`src/hw/rtl/bdmp_pkg.sv`:
```
// Shared types and constants for the bit-density mip pyramid.
`default_nettype none

package bdmp_pkg;

	// Fixed field widths of the request and result items
	localparam int SAMPLE_W = 32;
	localparam int SEL_W    = 5;
	localparam int LEVEL_W  = 3;
	localparam int INDEX_W  = 33;
	localparam int VALUE_W  = 8;

	// Channels that carry data; a select at or above this reads as zero
	localparam int CHANNELS = 32;

	// Defaults for the top-level parameters
	localparam int DEF_LEVELS     = 4;
	localparam int DEF_BLOCK_LOG2 = 7;
	localparam int DEF_COUNT_BITS = 40;

	// One request: a logic sample and its end-of-trace mark
	typedef struct packed {
		logic [SAMPLE_W-1:0] sample_bits;
		logic                end_of_trace;
	} in_t;

	// One result: a finished block at one pyramid level
	typedef struct packed {
		logic [LEVEL_W-1:0] level;
		logic [INDEX_W-1:0] block_index;
		logic [VALUE_W-1:0] block_value;
		logic               last_result;
	} out_t;

endpackage

`default_nettype wire

```
`src/hw/rtl/bdmp_engine.sv`:
```
// Input stage and pyramid update: counts the chosen bit and builds the result set.
`default_nettype none

module bdmp_engine
	import bdmp_pkg::*;
#(
	parameter int LEVELS     = DEF_LEVELS,
	parameter int BLOCK_LOG2 = DEF_BLOCK_LOG2,
	parameter int COUNT_BITS = DEF_COUNT_BITS
) (
	input  wire logic             clk,
	input  wire logic             arst_n,
	input  wire logic             cfg_we,
	input  wire logic [SEL_W-1:0] cfg_wdata,
	input  wire logic             in_valid,
	output logic                  in_ready,
	input  wire in_t              in_req,
	output logic                  push_valid,
	input  wire logic             push_ready,
	output out_t                  push_res [LEVELS]
);

	localparam int SUM_W = 2 * BLOCK_LOG2 + 1;
	localparam int VAL_W = BLOCK_LOG2 + 1;
	localparam logic [SUM_W-1:0] ROUND_UP = SUM_W'((1 << BLOCK_LOG2) - 1);

	logic [SEL_W-1:0]      chan_sel_q;
	logic                  valid_s1;
	logic [SAMPLE_W-1:0]   sample_s1;
	logic                  eot_s1;
	logic [COUNT_BITS-1:0] count_q;
	logic [SUM_W-1:0]      sum_q  [LEVELS];
	logic [SUM_W-1:0]      sum_nx [LEVELS];
	logic [COUNT_BITS-1:0] count_nx;
	logic [LEVELS:0]       emit;
	logic                  consume;

	// Channel select register
	always_ff @(posedge clk or negedge arst_n) begin
		if (!arst_n) begin
			chan_sel_q <= '0;
		end else if (cfg_we) begin
			chan_sel_q <= cfg_wdata;
		end
	end

	// The stage empties when its item makes no result or the result set is taken
	assign consume    = valid_s1 && (!emit[0] || push_ready);
	assign in_ready   = !valid_s1 || consume;
	assign push_valid = valid_s1 && emit[0];

	// Input register
	always_ff @(posedge clk or negedge arst_n) begin
		if (!arst_n) begin
			valid_s1 <= 1'b0;
		end else if (in_valid && in_ready) begin
			valid_s1 <= 1'b1;
		end else if (consume) begin
			valid_s1 <= 1'b0;
		end
	end

	always_ff @(posedge clk) begin
		if (in_valid && in_ready) begin
			sample_s1 <= in_req.sample_bits;
			eot_s1    <= in_req.end_of_trace;
		end
	end

	// Level cascade: each finished block feeds its value to the level above
	always_comb begin
		logic                          sel_bit;
		logic [SUM_W-1:0]              addend;
		logic [SUM_W-1:0]              sum_add;
		logic [VAL_W-1:0]              val;
		logic [COUNT_BITS-1:0]         span_mask;
		logic [INDEX_W+COUNT_BITS-1:0] idx_wide;
		count_nx = count_q + 1'b1;
		sel_bit  = 1'b0;
		if (32'(chan_sel_q) < CHANNELS) begin
			sel_bit = sample_s1[chan_sel_q];
		end
		addend       = SUM_W'(sel_bit);
		emit[LEVELS] = 1'b0;
		for (int i = 0; i < LEVELS; i++) begin
			sum_add   = sum_q[i] + addend;
			span_mask = ~({COUNT_BITS{1'b1}} << (BLOCK_LOG2 * (i + 1)));
			emit[i]   = eot_s1 || ((count_nx & span_mask) == '0);
			if (i == 0) begin
				val = VAL_W'(sum_add);
			end else begin
				val = VAL_W'((sum_add + ROUND_UP) >> BLOCK_LOG2);
			end
			addend    = emit[i] ? SUM_W'(val) : '0;
			sum_nx[i] = emit[i] ? '0 : sum_add;
			// Block index of the closed block is the old count shifted down
			idx_wide  = {{INDEX_W{1'b0}}, count_q} >> (BLOCK_LOG2 * (i + 1));
			push_res[i].level       = LEVEL_W'(i + 1);
			push_res[i].block_index = idx_wide[INDEX_W-1:0];
			push_res[i].block_value = VALUE_W'(val);
			push_res[i].last_result = 1'b0;
		end
		// Levels that emit form a prefix; the last one closes the set
		for (int i = 0; i < LEVELS; i++) begin
			push_res[i].last_result = emit[i] && !emit[i + 1];
		end
	end

	// Sample count and level sums
	always_ff @(posedge clk or negedge arst_n) begin
		if (!arst_n) begin
			count_q <= '0;
			for (int i = 0; i < LEVELS; i++) begin
				sum_q[i] <= '0;
			end
		end else if (consume) begin
			count_q <= eot_s1 ? '0 : count_nx;
			for (int i = 0; i < LEVELS; i++) begin
				sum_q[i] <= sum_nx[i];
			end
		end
	end

endmodule

`default_nettype wire

```
`src/hw/rtl/bdmp_serializer.sv`:
```
// Holds one result set and hands its results out one per cycle while the receiver takes them.
`default_nettype none

module bdmp_serializer
	import bdmp_pkg::*;
#(
	parameter int LEVELS = DEF_LEVELS
) (
	input  wire logic clk,
	input  wire logic arst_n,
	input  wire logic push_valid,
	output logic      push_ready,
	input  wire out_t push_res [LEVELS],
	output logic      out_valid,
	input  wire logic out_ready,
	output out_t      out_res
);

	localparam int PTR_W = (LEVELS > 1) ? $clog2(LEVELS) : 1;

	logic             set_valid_q;
	out_t             set_q [LEVELS];
	logic [PTR_W-1:0] ptr_q;
	logic             out_valid_q;
	out_t             out_q;
	out_t             cur_res;
	logic             out_load;
	logic             set_done;

	assign cur_res    = set_q[ptr_q];
	assign out_load   = set_valid_q && (!out_valid_q || out_ready);
	assign set_done   = out_load && cur_res.last_result;
	assign push_ready = !set_valid_q || set_done;
	assign out_valid  = out_valid_q;
	assign out_res    = out_q;

	// Set holder and read pointer
	always_ff @(posedge clk or negedge arst_n) begin
		if (!arst_n) begin
			set_valid_q <= 1'b0;
			ptr_q       <= '0;
		end else if (push_valid && push_ready) begin
			set_valid_q <= 1'b1;
			ptr_q       <= '0;
		end else if (set_done) begin
			set_valid_q <= 1'b0;
			ptr_q       <= '0;
		end else if (out_load) begin
			ptr_q <= ptr_q + 1'b1;
		end
	end

	always_ff @(posedge clk) begin
		if (push_valid && push_ready) begin
			for (int i = 0; i < LEVELS; i++) begin
				set_q[i] <= push_res[i];
			end
		end
	end

	// Output register
	always_ff @(posedge clk or negedge arst_n) begin
		if (!arst_n) begin
			out_valid_q <= 1'b0;
		end else if (out_load) begin
			out_valid_q <= 1'b1;
		end else if (out_ready) begin
			out_valid_q <= 1'b0;
		end
	end

	always_ff @(posedge clk) begin
		if (out_load) begin
			out_q <= cur_res;
		end
	end

endmodule

`default_nettype wire

```
`src/hw/rtl/bit_density_mip_pyramid.sv`:
```
// Top level of the bit-density mip pyramid.
//
// Requests (in_valid/in_ready, in_req) carry one logic sample and an
// end-of-trace mark. The bit picked by the channel select register
// (cfg_we/cfg_wdata, no wait) is counted over blocks of 2^BLOCK_LOG2
// samples; each level above sums 2^BLOCK_LOG2 values of the level below
// and gives the rounded-up mean. Each finished block yields one result on
// out_valid/out_ready, lowest level first; end of trace flushes all
// LEVELS levels, then the count and sums clear.
// A request is accepted every cycle while the input stage can empty. Its
// results pass from the input register to the set holder and leave one per
// cycle through the output register while the receiver takes them. A
// later block-closing request waits in the input stage until the holder
// frees. A stalled receiver fills the output register and the set holder;
// requests that close no block still pass, and in_ready drops once the
// input stage holds a request whose results cannot be taken.
// Reset clears the select register, the sample count and all level sums.
`default_nettype none

module bit_density_mip_pyramid
	import bdmp_pkg::*;
#(
	parameter int LEVELS     = DEF_LEVELS,
	parameter int BLOCK_LOG2 = DEF_BLOCK_LOG2,
	parameter int COUNT_BITS = DEF_COUNT_BITS
) (
	input  wire logic             clk,
	input  wire logic             arst_n,
	input  wire logic             cfg_we,
	input  wire logic [SEL_W-1:0] cfg_wdata,
	input  wire logic             in_valid,
	output logic                  in_ready,
	input  wire in_t              in_req,
	output logic                  out_valid,
	input  wire logic             out_ready,
	output out_t                  out_res
);

	logic push_valid;
	logic push_ready;
	out_t push_res [LEVELS];

	// Counting and level update
	bdmp_engine #(
		.LEVELS     (LEVELS),
		.BLOCK_LOG2 (BLOCK_LOG2),
		.COUNT_BITS (COUNT_BITS)
	) u_engine (
		.clk        (clk),
		.arst_n     (arst_n),
		.cfg_we     (cfg_we),
		.cfg_wdata  (cfg_wdata),
		.in_valid   (in_valid),
		.in_ready   (in_ready),
		.in_req     (in_req),
		.push_valid (push_valid),
		.push_ready (push_ready),
		.push_res   (push_res)
	);

	// One result per cycle to the receiver while it takes them
	bdmp_serializer #(
		.LEVELS (LEVELS)
	) u_serializer (
		.clk        (clk),
		.arst_n     (arst_n),
		.push_valid (push_valid),
		.push_ready (push_ready),
		.push_res   (push_res),
		.out_valid  (out_valid),
		.out_ready  (out_ready),
		.out_res    (out_res)
	);

endmodule

`default_nettype wire
```
`config.mk`:
```
export PLATFORM = sky130hd
export DESIGN_NAME = bit_density_mip_pyramid
export DESIGN_NICKNAME = d
export VERILOG_FILES = /design/src/hw/rtl/bdmp_pkg.sv /design/src/hw/rtl/bdmp_engine.sv /design/src/hw/rtl/bdmp_serializer.sv /design/src/hw/rtl/bit_density_mip_pyramid.sv
export SDC_FILE = /design/constraint.sdc
export NUM_CORES = 1
export LEC_CHECK = 0
export BUFFER_PORTS_ARGS = -buffer_cell sky130_fd_sc_hd__buf_2
export CORE_MARGIN = 1
export CORE_UTILIZATION = 31
export CTS_CLUSTER_SIZE = 8
export DETAILED_ROUTE_END_ITERATION = 8
export PLACE_DENSITY_LB_ADDON = 0.25
export SYNTH_ARGS = -nofsm -noshare
export SYNTH_HDL_FRONTEND = slang
export SYNTH_HIERARCHICAL = 1
export SYNTH_SLANG_ARGS = --single-unit
```
`constraint.sdc`:
```
create_clock -name clk -period 13.35 [get_ports clk]
set_input_delay 0.6675 -clock clk [delete_from_list [all_inputs] [get_ports clk]]
set_output_delay 0.6675 -clock clk [all_outputs]
set_load 0.02 [all_outputs]
```
==> results of run 1 <==
==> layer usage <==
layer	track usage	vias up	wire [um]
li1	-	4865	-
met5	0	-	0
met3	0.0295	54	2030
met4	0.0463	0	872
met1	0.177	5014	16800
met2	0.203	237	16800
==> logic make-up after synthesis <==
family          count (synthesis)
compound gates                218
xor+xnor                       68
fa+ha+maj                      30
buf+inv                       241
flops                         361
mux                            68
other cells                     2
simple gates                  373
==> synth_stat cells (7+ instances only) <==
library cell / n
nor2_1: 74
or2_2: 7
and3_1: 14
xor2_1: 33
nand4_1: 19
o22ai_1: 8
o31ai_1: 18
o21ai_0: 57
or3_1: 16
edfxtp_1: 258
clkbuf_1: 32
buf_4: 150
a22o_1: 10
dfrtp_1: 103
ha_1: 27
nor2b_1: 10
o21ai_1: 8
nand2_1: 104
nor4_1: 8
a211oi_1: 8
nand3_1: 38
nand2b_1: 8
a21oi_1: 43
a21o_1: 11
inv_1: 32
xnor2_1: 35
buf_2: 19
and2_1: 21
nor3_1: 29
mux4_2: 55
==> critical path: cells and delay by family (launching register included) <==
family / cells / cell delay (ns)
fa+ha+maj: 5 / 1.63
mux: 4 / 1.69
flops: 1 / 0.66
compound gates: 11 / 2.88
simple gates: 9 / 2.61
xor+xnor: 4 / 0.67
==> sequential cells by signal (all words and copies together) (netlist names) <==
signal                    flops
u_engine/chan_sel_q           5
u_engine/count_q             40
u_engine/eot_s1               1
u_engine/sample_s1           32
u_engine/sum_q               53
u_engine/valid_s1             1
u_serializer/out_res         45
u_serializer/out_valid        1
u_serializer/ptr_q            2
u_serializer/set_q          180
u_serializer/set_valid_q      1
==> final cells by class <==
type,count,area [sq um],share of cell area
Timing Repair Buffer,101,538,0.0278
Clock inverter,3,55.1,0.00284
Clock buffer,93,1460,0.0751
Tap cell,748,936,0.0483
Multi-Input combinational cell,811,5940,0.307
Inverter,33,124,0.00639
Antenna cell,1,2.50,0.000129
Sequential cell,361,10300,0.533
==> path summary, 6_finish.rpt <==
path	start	endpoint	cells past startpoint
worst max register to register	u_engine/chan_sel_q[0]	u_serializer/set_q[3][8]	33
max in group asynchronous	arst_n	u_serializer/ptr_q[0]	2
worst min-delay path	arst_n	u_engine/sum_q[8]	1
min in group clk	in_req[9]	u_engine/sample_s1[8]	1
worst max-delay path	u_engine/chan_sel_q[0]	u_serializer/set_q[3][8]	33
worst min register to register	u_engine/sum_q[34]	u_engine/sum_q[34]	2
==> report_power, final <==
part           switching, mW  leakage [nW]  internal, mW
logic                  0.520          2.66         0.309
registers              0.113          3.85          1.49
clock network          0.479         0.714         0.731
==> impl_results.md, run 1 <==
- Clk buf depth: 3
- H-tree levels: 2
- Final HPWL DP: 24,100 um
- Largest net degree at the start of global routing: 83
- Layout Skew: 0.0266 ns
- Placed insts: 2,054
- Root buf cell: clkbuf_16
- Worst-margin pin slew: 1.05 ns
- Req. time, crit path: 13.68 ns
- Most frequent cells in the layout: edfxtp_1 (258), nand2_1 (103), dfrtp_1 (101)
- DR vias/cell: 4.73
- Syn-to-layout area delta: 10.5%
- Biggest area consumer among synthesized cells: edfxtp_1
- Critical Path Start Type: flop
- Die X: 240 um
- Final Cell Area: 19,400 sq um
- Core Box Area: 55,500 sq um
- Overall power: 3.65 mW
- Global-route wire length before repair: 57,700 um
- CTS tree: yes
- Fin crit share: 0.781
- Endpoint class of the critical path: flop
- Hold Vio Cnt, Final: 0
- Nets: 1,432
- Placer Congestion: 0.807
- Worst relative slew slack: 0.300
- Pwr Density: 188 nW/um^2
- Seq cells post-synth: 361
- WL final: 36,600 um
- Final setup violating endpoints: 0
- Ports: 90
- CTS Sinks: 361
- Most frequent CP cell: ha_1
- Clock transition at path regs: 0.05 ns
- GR Overflow Total: 0
- Post-CTS Hold Fix Bufs: 0
- Setup TNS: 0 ns
- Util after Layout: 0.349
- Reg2Reg Setup Slack: 2.93 ns
- Largest family of logic cells by synthesized area: simple AND/OR/NAND/NOR gates
- Commonest register cell after synthesis: edfxtp_1
- Layout Cells excl Fill: 2,151
- Crit Path Max Fanout: 9
- Drt drc: 0
- Post-Synth XOR/XNOR Area: 0.0339
- WL per Instance: 17.0 um
- Placed Area: 17,900 sq um
- Latest clock arrival within the worst-skew pair: 0.59 ns
- Arr. time, crit path: 10.75 ns
- Post-CTS Resized: 0
- Starting DRT DRC Count: 663
- 1st-pass router iterations: 4
- Number of global-route vias before repair: 10,005
- Cts bufs inserted: 51
- Share of the synthesized area in the top cell type: 0.442
- Fmax: 96.0 MHz
- DIE AREA: 57,600 sq um
- Post-synth EDFFs: 258
- Synth area leaders: edfxtp_1 (44%), dfrtp_1 (15%), mux4_2 (7.1%)
- Largest stage delay, worst path: 0.66 ns
- Synthesis Warnings: 6
- Setup WS pre-CTS: 3.05 ns
- Unrepaired setup endpoints after global routing: no
- FP Rows: 86
- Seq/Total Area, Yosys: 0.588
- DRT antenna net count: 0
- Hold WC Path Type: input pin to asynchronous set/reset pin
- Leakage power: 7.23 nW
- Compound-Gate Fraction of Synth Area: 0.0823
- Mapped Cells: 1,361
- Asr flop ratio synth: 0.285
- Share of cells above drive strength 1: 0.175
- Fill count: 5,490
- Final Worst Setup Slack: 2.93 ns
- Initial antenna violation count: 0
- All-Layer GR Usage: 0.130
- Outcome: complete, no violations
- Mean area per synthesized cell: 12.9 sq um
- Most common cell after layout, fill and taps aside: edfxtp_1
- Unique masters post-synth: 81
- Vias: 10,170
- Slowest CP cell: dfrtp_1
- Synth Area in Simple Gates: 0.108
- I/O Buffers: 89
- Crit path time final: 10.42 ns
- Slew Limit Fails: 0
- Initial core utilization: 0.316
- Synth Area in Adders: 0.0227
- WHS: 0.0812 ns
- Post-CTS setup repair buffer count: 0
- Synthesized area: 17,500 sq um
- Maxcap violations: 0
- Die Span Y: 240 um
- Max rail drop VDD: 0.0951 mV
- Mux contribution to synthesized area: 0.0785
- Setup CP Type: flop to flop
Power figures use the tool's default switching activity.
==> run 2, diff against run 1 <==
- clock period: 13.35 -> 10.51 ns (I/O delays scaled with it)
==> impl_results.md, run 2 (synthesis gave the netlist of run 1 again) <==
- Fin crit share: 0.935
- Core Box Area: 55,500 sq um
- Nets: 1,439
- DIE AREA: 57,600 sq um
- CTS tree: yes
- P_int: 3.23 mW
- DR vias/cell: 4.76
- Maxcap violations: 0
- Arr. time, crit path: 10.27 ns
- Placed insts: 2,056
- Cts bufs inserted: 51
- Most frequent CP cell: ha_1
- Slew Limit Fails: 0
- Setup WS pre-CTS: 0.122 ns
- Ports: 90
- Syn-to-layout area delta: 11.1%
- Sw Ratio: 0.306
- Outcome: complete, no violations
- Most common cell after layout, fill and taps aside: edfxtp_1
- WL met3: 1930 um
- Crit path launch: u_engine/chan_sel_q[0]
- Slowest CP cell: mux4_2
- DRT antenna net count: 0
- H-tree levels: 2
- GR Overflow Total: 0
- FP Rows: 86
- # diodes: 0
- Hold wc startpoint: in_req[8]
- Vias: 10,271
- Overall power: 4.66 mW
- Setup CP Type: flop to flop
- Endpoint class of the critical path: flop
- Worst relative slew slack: 0.308
- Comb power frac: 0.228
- Clock transition at path regs: 0.05 ns
- Largest stage delay, worst path: 0.50 ns
- Biggest register: u_serializer/set_q
- Most frequent cells in the layout: edfxtp_1 (258), nand2_1 (103), dfrtp_1 (100)
- 1st-pass router iterations: 5
- Clk buf depth: 3
- Largest net degree at the start of global routing: 86
- Critical Path Start Type: flop
- Die X: 240 um
- Latest clock arrival within the worst-skew pair: 0.59 ns
- Initial core utilization: 0.316
- Uppermost layer routed: met4
- CTS Sinks: 361
- Layout Skew: 0.0224 ns
- Sw power: 1.42 mW
- Layout Cells excl Fill: 2,157
- Final setup violating endpoints: 0
- Max rail drop VDD: 0.115 mV
- Leakage power: 7.29 nW
- Crit Path Max Fanout: 5
- WL per Instance: 17.2 um
- Setup TNS: 0 ns
- Worst-margin pin slew: 1.04 ns
- Hold Vio Cnt, Final: 0
- Flop pwr share: 0.439
- Initial antenna violation count: 0
- Max reg flops: 180
- Placer Congestion: 0.813
- Drt drc: 0
- Die Span Y: 240 um
- Root buf cell: clkbuf_16
- Final Worst Setup Slack: 0.685 ns
- Number of global-route vias before repair: 10,254
- Hold WC Path Type: input pin to flop
- Fmax: 102 MHz
- Clk pwr share: 0.333
- Final HPWL DP: 24,200 um
- All-Layer GR Usage: 0.133
- Req. time, crit path: 10.96 ns
- Met2 wire length: 16,700 um
- Starting DRT DRC Count: 614
- Global-route wire length before repair: 58,900 um
- Pwr Density: 239 nW/um^2
- WL met1: 17,400 um
- Reg2Reg Setup Slack: 0.68 ns
- I/O Buffers: 89
- RR Startpoint: u_engine/chan_sel_q[0]
- Unrepaired setup endpoints after global routing: no
- Share of cells above drive strength 1: 0.185
- Crit path time final: 9.83 ns
- WL final: 37,200 um
-- run 2: cell type report --
class | instances | area (sq um)
Tap cell | 748 | 936
Timing Repair Buffer | 108 | 591
Fill cell | 5422 | 36000
Clock buffer | 93 | 1470
Sequential cell | 361 | 10300
Clock inverter | 3 | 55.1
Multi-Input combinational cell | 811 | 5990
Inverter | 33 | 124
-- run 2: power by group through the flow --
| stage | combinational [mW] | clock, mW | sequential (mW) |
|---|---|---|---|
| final | 1.06 | 1.55 | 2.04 |
| after global placement | 1.07 | 0 | 2.07 |
| after floorplan | 0.713 | 0 | 2.13 |
| after CTS | 1.08 | 1.61 | 2.05 |
| after detailed placement | 1.07 | 0 | 2.08 |
| after global routing | 1.17 | 1.67 | 2.08 |
-- run 2: what timing repair did --
item	CTS	global route
endpoints found under the hold margin	39	0
hold buffers	1	0
endpoints found under the setup margin	0	8
resized for setup	0	11
buffers inserted	0	4
-- run 2: per-layer routing --
layer	vias to the layer above	track usage
li1	4887	-
met4	0	0.0504
met3	70	0.0258
met2	273	0.205
met1	5041	0.184
met5	-	0
-- run 2: final timing paths --
| kind | end | cells after the start |
|---|---|---|
| worst max-delay path | u_serializer/set_q[3][7] | 36 |
| worst max register to register | u_serializer/set_q[3][7] | 36 |
| min in group asynchronous | u_engine/sum_q[8] | 2 |
| worst min register to register | u_engine/sum_q[34] | 2 |
| worst min-delay path | u_engine/sample_s1[7] | 1 |
| max in group asynchronous | u_serializer/ptr_q[0] | 3 |
-- run 2: stage by stage --
step                 util  cell area, sq um  hold slack [ns]
finish              0.351             19500            0.119
global route        0.351             19500           0.0840
CTS                 0.350             19400           0.0774
detailed placement  0.322             17900            0.464
global placement    0.322             17900            0.460
floorplan               -             17700            0.230
-- run 2: worst max-delay path: cells and delay by family, from the launching register on --
family / cells / cell delay, ns
flip-flops: 1 / 0.36
XOR/XNOR: 3 / 0.39
AND/OR/NAND/NOR: 8 / 2.08
buffers and inverters: 3 / 0.48
adder cells (fa/ha/maj): 5 / 1.52
AO/OA/AOI/OAI: 13 / 3.25
multiplexers: 4 / 1.61
